`src/hw/rtl/assert_macros.svh`:
```
// Assertion macros shared by the RTL.
`ifndef ASSERT_MACROS_SVH
`define ASSERT_MACROS_SVH

`ifndef SYNTH
// Check at each clock edge, skipped while reset is held
`define NWS_ASSERT(lbl, prop, msg) \
    lbl: assert property (@(posedge clk) disable iff (!rst_n) prop) else $error(msg);
// Check at each clock edge, reset included
`define NWS_ASSERT_NR(lbl, prop, msg) \
    lbl: assert property (@(posedge clk) prop) else $error(msg);
`else
`define NWS_ASSERT(lbl, prop, msg)
`define NWS_ASSERT_NR(lbl, prop, msg)
`endif

`endif

```
`src/hw/rtl/nws_pkg.sv`:
```
`default_nettype none

package nws_pkg;

    // Fixed-point constants: 1.0 is 2^62
    localparam logic signed [63:0] Q_ONE     = 64'sh4000_0000_0000_0000;
    localparam logic        [63:0] Q_ONE_U   = 64'h4000_0000_0000_0000;
    localparam logic signed [64:0] Q_ONE_W   = 65'sh0_4000_0000_0000_0000;
    localparam logic        [63:0] PI_Q62    = 64'hC90F_DAA2_2168_C235;
    // One full turn in degrees * 2^23, and twice that
    localparam logic        [32:0] FULL_TURN = 33'd3019898880;
    localparam logic signed [34:0] TWO_TURN  = 35'sd6039797760;
    localparam logic        [8:0]  PHASE_DIV = 9'd45;

    typedef enum logic [1:0] {
        CMD_ADD   = 2'd0,
        CMD_CLEAR = 2'd1,
        CMD_QUERY = 2'd2,
        CMD_NOP   = 2'd3
    } cmd_t;

    typedef enum logic [1:0] {
        STAT_FOUND = 2'd0,
        STAT_EMPTY = 2'd1,
        STAT_FULL  = 2'd2
    } status_t;

    // Where a finished sine/cosine pair goes
    typedef enum logic [1:0] {
        RET_QUERY,
        RET_POINT,
        RET_DIFF
    } ret_t;

    typedef enum logic [4:0] {
        S_IDLE,
        S_DECODE,
        S_OUT,
        S_RD,
        S_CHK,
        S_M1,
        S_M1W,
        S_M2,
        S_M2W,
        S_M3,
        S_M3W,
        S_CMP,
        S_SC_MOD,
        S_SC_PH,
        S_SC_PHW,
        S_SC_TW,
        S_SC_T2W,
        S_SC_PM,
        S_SC_PMW,
        S_SC_PDW,
        S_SC_SN,
        S_SC_SNW
    } state_t;

    typedef struct packed {
        logic        start;
        logic [63:0] a;
        logic [63:0] b;
    } mul_req_t;

    typedef struct packed {
        logic         busy;
        logic         done;
        logic [127:0] prod;
    } mul_rsp_t;

    typedef struct packed {
        logic        start;
        logic [63:0] dividend;
        logic [8:0]  divisor;
    } div_req_t;

    typedef struct packed {
        logic        busy;
        logic        done;
        logic [63:0] quot;
    } div_rsp_t;

    // Sine series divisor 2k(2k+1)
    function automatic logic [8:0] sin_div(input logic [3:0] k);
        logic [8:0] d;
        case (k)
            4'd1:    d = 9'd6;
            4'd2:    d = 9'd20;
            4'd3:    d = 9'd42;
            4'd4:    d = 9'd72;
            4'd5:    d = 9'd110;
            4'd6:    d = 9'd156;
            4'd7:    d = 9'd210;
            4'd8:    d = 9'd272;
            4'd9:    d = 9'd342;
            default: d = 9'd1;
        endcase
        return d;
    endfunction

    // Cosine series divisor (2k-1)2k
    function automatic logic [8:0] cos_div(input logic [3:0] k);
        logic [8:0] d;
        case (k)
            4'd1:    d = 9'd2;
            4'd2:    d = 9'd12;
            4'd3:    d = 9'd30;
            4'd4:    d = 9'd56;
            4'd5:    d = 9'd90;
            4'd6:    d = 9'd132;
            4'd7:    d = 9'd182;
            4'd8:    d = 9'd240;
            4'd9:    d = 9'd306;
            4'd10:   d = 9'd380;
            default: d = 9'd1;
        endcase
        return d;
    endfunction

endpackage

`default_nettype wire

```
`src/hw/rtl/nws_div.sv`:
```
`default_nettype none

// Divides a 64-bit word by a small divisor, eight quotient bits a cycle.
module nws_div
    import nws_pkg::*;
(
    input  wire logic     clk,
    input  wire logic     rst_n,
    input  wire div_req_t req,
    output div_rsp_t      rsp
);

    logic [63:0] num_reg, quot_reg;
    logic [8:0]  rem_reg, den_reg;
    logic [2:0]  cnt_reg;
    logic        busy_reg, done_reg;
    logic [8:0]  rem_next;
    logic [7:0]  qbits;

    // Eight restoring steps on the narrow remainder
    always_comb
    begin
        logic [9:0] trial;
        rem_next = rem_reg;
        qbits    = 8'd0;
        for (int n = 0; n < 8; n++)
        begin
            trial = {rem_next, num_reg[63 - n]};
            if (trial >= {1'b0, den_reg})
            begin
                rem_next      = 9'(trial - {1'b0, den_reg});
                qbits[7 - n]  = 1'b1;
            end
            else
            begin
                rem_next = trial[8:0];
            end
        end
    end

    // Control
    always_ff @(posedge clk or negedge rst_n)
    begin
        if (!rst_n)
        begin
            busy_reg <= 1'b0;
            done_reg <= 1'b0;
            cnt_reg  <= 3'd0;
        end
        else
        begin
            done_reg <= 1'b0;
            if (req.start)
            begin
                busy_reg <= 1'b1;
                cnt_reg  <= 3'd0;
            end
            else if (busy_reg)
            begin
                cnt_reg <= cnt_reg + 3'd1;
                if (cnt_reg == 3'd7)
                begin
                    busy_reg <= 1'b0;
                    done_reg <= 1'b1;
                end
            end
        end
    end

    // Datapath
    always_ff @(posedge clk)
    begin
        if (req.start)
        begin
            num_reg  <= req.dividend;
            den_reg  <= req.divisor;
            rem_reg  <= 9'd0;
            quot_reg <= 64'd0;
        end
        else if (busy_reg)
        begin
            num_reg  <= {num_reg[55:0], 8'd0};
            rem_reg  <= rem_next;
            quot_reg <= {quot_reg[55:0], qbits};
        end
    end

    assign rsp.busy = busy_reg;
    assign rsp.done = done_reg;
    assign rsp.quot = quot_reg;

endmodule

`default_nettype wire

```
`config.mk`:
```
export PLATFORM = sky130hd
export DESIGN_NAME = nws_div
export DESIGN_NICKNAME = d
export VERILOG_FILES = /design/src/hw/rtl/assert_macros.svh /design/src/hw/rtl/nws_pkg.sv /design/src/hw/rtl/nws_div.sv
export SDC_FILE = /design/constraint.sdc
export NUM_CORES = 1
export LEC_CHECK = 0
export BUFFER_PORTS_ARGS = -buffer_cell sky130_fd_sc_hd__buf_4
export CORE_UTILIZATION = 50
export DETAILED_ROUTE_END_ITERATION = 12
export PLACE_DENSITY_LB_ADDON = 0.15
export SETUP_SLACK_MARGIN = 0.15
export SLEW_MARGIN = 20
export SYNTH_ARGS = -nofsm -noshare
export SYNTH_HDL_FRONTEND = slang
export SYNTH_SLANG_ARGS = --single-unit
export TNS_END_PERCENT = 50
```
`constraint.sdc`:
```
create_clock -name clk -period 48.4 [get_ports clk]
set_input_delay 2.42 -clock clk [delete_from_list [all_inputs] [get_ports clk]]
set_output_delay 2.42 -clock clk [all_outputs]
set_load 0.02 [all_outputs]
```
==> impl_results.rst <==
.. list-table::
   :header-rows: 1

   * - Metric
     - Value
   * - Main synth FF type
     - sky130_fd_sc_hd__edfxtp_1
   * - Unrepaired setup endpoints after global routing
     - false
   * - Top area cells in the synthesized netlist
     - sky130_fd_sc_hd__edfxtp_1, sky130_fd_sc_hd__dfxtp_1, sky130_fd_sc_hd__mux2_2
   * - Maximum count of clock buffers along a single path
     - 2
   * - Number of top-level pins
     - 142
   * - FMAX
     - 0.0542 GHz
   * - Final setup vio count
     - 0
   * - Pins Over Slew Limit
     - 0
   * - Critical Path RT
     - 48.74 ns
   * - Rel. slew slack
     - 0.346
   * - Fraction of synthesized cell area taken by the top area cell type
     - 0.229
   * - Final Wtd Congestion
     - 0.923
   * - X dimension of the die
     - 141 um
   * - Worst endpoint data arrival time
     - 18.78 ns
   * - Max FO, Critical Path
     - 22
   * - Final cell utilization of the core
     - 0.614
   * - Wire length of the first global-routing pass
     - 36300 um
   * - Total DRC errors in the routed layout
     - 0
   * - Number of warnings reported in the yosys synthesis log
     - 0
   * - Number of hold buffers added after cts
     - 0
   * - Placement Rows
     - 50
   * - Worst clock skew on the final layout
     - 0.00752 ns
   * - Overall die area
     - 19700 um2
   * - Measured slew at the worst slew-check pin
     - 0.980 ns
   * - Mean Syn Cell Area
     - 10.6 um2
   * - Quantity of I/O buffers inserted on ports
     - 141
   * - Die Y
     - 141 um
   * - Initial core utilization
     - 0.511
   * - Deepest level of the CTS H-tree
     - 4
   * - TritonCTS clock tree
     - built
   * - Drt via density
     - 5.59
   * - Post-synth net total
     - 1067
   * - Count of different cell masters after synthesis
     - 66
   * - ANT cells
     - 0
   * - Number of setup buffers added after CTS
     - 0
   * - Slowest library cell on the worst path
     - sky130_fd_sc_hd__edfxtp_1
   * - Crit end category
     - flop
   * - Critical path start-end classification
     - reg -> reg
   * - Share of the clock period used by the worst path
     - 0.381
   * - Sink Count
     - 151
   * - Critical Path Start Type
     - flop
   * - Global-route congestion overflow total
     - 0
   * - Post-Place Cells
     - 1253
   * - Final Hold Vio Count
     - 0
   * - Antenna violations before repair
     - 0
   * - Hold Path Class
     - reg -> reg
   * - Final ANT Viol Nets
     - 0
   * - Total routing usage reported by global routing
     - 0.238
   * - Routed length per placed instance
     - 17.7 um
   * - Drt first-iter violations
     - 373
   * - Cells after Synth
     - 909
   * - Run status
     - finished, final reports clean
   * - Max-capacitance violation count
     - 0
   * - Fraction of layout cells with a size suffix above 1
     - 0.273
   * - Commonest non-fill, non-tap cell in the layout
     - sky130_fd_sc_hd__buf_4
   * - Via count of the first global-routing pass
     - 7195
   * - Final setup TNS
     - 0 ns
   * - Total via count after detailed routing
     - 7183
   * - Placeable core region
     - 18800 um2
   * - Most frequent cells in the layout
     - sky130_fd_sc_hd__buf_4, sky130_fd_sc_hd__nor2_1, sky130_fd_sc_hd__mux2_2
   * - Post-cts repair resize count
     - 0
   * - Drt pass-1 iters
     - 5
   * - Routed wire length
     - 22800 um
   * - Area delta synth->final
     - 20.2%
   * - Critical Path Most Common Cell
     - sky130_fd_sc_hd__o21ai_0
   * - Tmin final
     - 18.44 ns
   * - Post-DP HPWL
     - 16400 um
   * - Largest stage delay on the critical path
     - 0.64 ns
   * - Post-synthesis sequential area ratio
     - 0.394
   * - Final-stage net count
     - 1196
   * - Number of flops mapped to enable cells by yosys
     - 73
   * - Clk slew on worst S/H paths
     - 0.06 ns
   * - # fillers
     - 1630
   * - Total clock buffers created by CTS
     - 17
   * - Async S/R FF share, synth
     - 0.0331
   * - Non-Filler Instances
     - 1285
   * - CTS root buf
     - sky130_fd_sc_hd__clkbuf_16
   * - Clock latency on the worst-skew pair
     - 0.42 ns
   * - Cell taking the most area after synthesis
     - sky130_fd_sc_hd__edfxtp_1
   * - Pin count of the biggest net entering global routing
     - 93
   * - Flip-flop and latch count after synthesis
     - 151
   * - Area of the mapped netlist
     - 9590 um2
-- cell usage after synthesis (9+ instances only) --
cell,number
sky130_fd_sc_hd__o21ai_0,34
sky130_fd_sc_hd__dfxtp_1,73
sky130_fd_sc_hd__inv_1,42
sky130_fd_sc_hd__nor2_1,110
sky130_fd_sc_hd__clkbuf_1,24
sky130_fd_sc_hd__a21oi_1,43
sky130_fd_sc_hd__nor3_1,10
sky130_fd_sc_hd__xor2_1,16
sky130_fd_sc_hd__ha_1,74
sky130_fd_sc_hd__nand4_1,11
sky130_fd_sc_hd__xnor2_1,35
sky130_fd_sc_hd__edfxtp_1,73
sky130_fd_sc_hd__nand2_1,25
sky130_fd_sc_hd__nor2b_1,20
sky130_fd_sc_hd__a211oi_1,14
sky130_fd_sc_hd__mux2i_1,78
sky130_fd_sc_hd__and2_1,9
sky130_fd_sc_hd__mux2_2,89
sky130_fd_sc_hd__a21o_1,25
-- per-layer routing --
metal	vias up	track usage	wire [um]
met5	-	0	0
met4	0	0.103	763
met3	53	0.0694	1430
met2	183	0.390	10700
met1	3388	0.291	9900
li1	3559	-	-
-- cell families (layout without fill, tap and decap cells) --
group                    after synthesis  count (layout)  share of synthesized area
adder cells (fa/ha/maj)               82              82                      0.113
multiplexers                         171             171                      0.194
XOR/XNOR                              51              51                     0.0466
buffers and inverters                 77             219                     0.0331
flip-flops                           151             151                      0.394
AO/OA/AOI/OAI                        163             163                      0.116
AND/OR/NAND/NOR                      214             214                      0.104
-- critical path, delay by kind of cell (launching register included) --
kind	cells	cell delay, ns
simple gates	9	1.24
compound gates	40	10.02
fa+ha+maj	8	3.09
buf+inv	3	0.79
mux	8	2.53
flops	1	0.64
-- stage by stage --
step                      hold slack [ns]  cell area [um2]  setup slack (ns)
final                               0.501            11500             29.96
after global routing                0.528            11500             28.28
after CTS                           0.504            11500             30.03
after detailed placement            0.485            10800             30.11
after global placement              0.475            10800             30.28
after floorplan                     0.479             9590             31.77
-- cell type report --
cell class	count	area, um2	share of cell area
timing repair buffer	145	1090	0.0944
sequential	151	3780	0.328
inverter	42	158	0.0137
clock inverter	15	270	0.0234
multi-input combinational	681	5510	0.478
tap	234	293	0.0254
clock buffer	17	425	0.0369
-- path summary, 6_finish.rpt --
kind / startpoint / end / slack, ns / cells after the start
hold reg to reg: quot_reg[56] / quot_reg[56] / 0.50 / 2
min in group asynchronous: rst_n / cnt_reg[1] / 1.79 / 1
setup reg to reg: den_reg[1] / rem_reg[0] / 29.96 / 68
hold / removal: quot_reg[56] / quot_reg[56] / 0.50 / 2
setup / recovery: den_reg[1] / rem_reg[0] / 29.96 / 68
max in group asynchronous: rst_n / busy_reg / 46.49 / 1
Power is not shown: default switching activity piles up to over one toggle a cycle in this logic, so the estimate is an artifact.
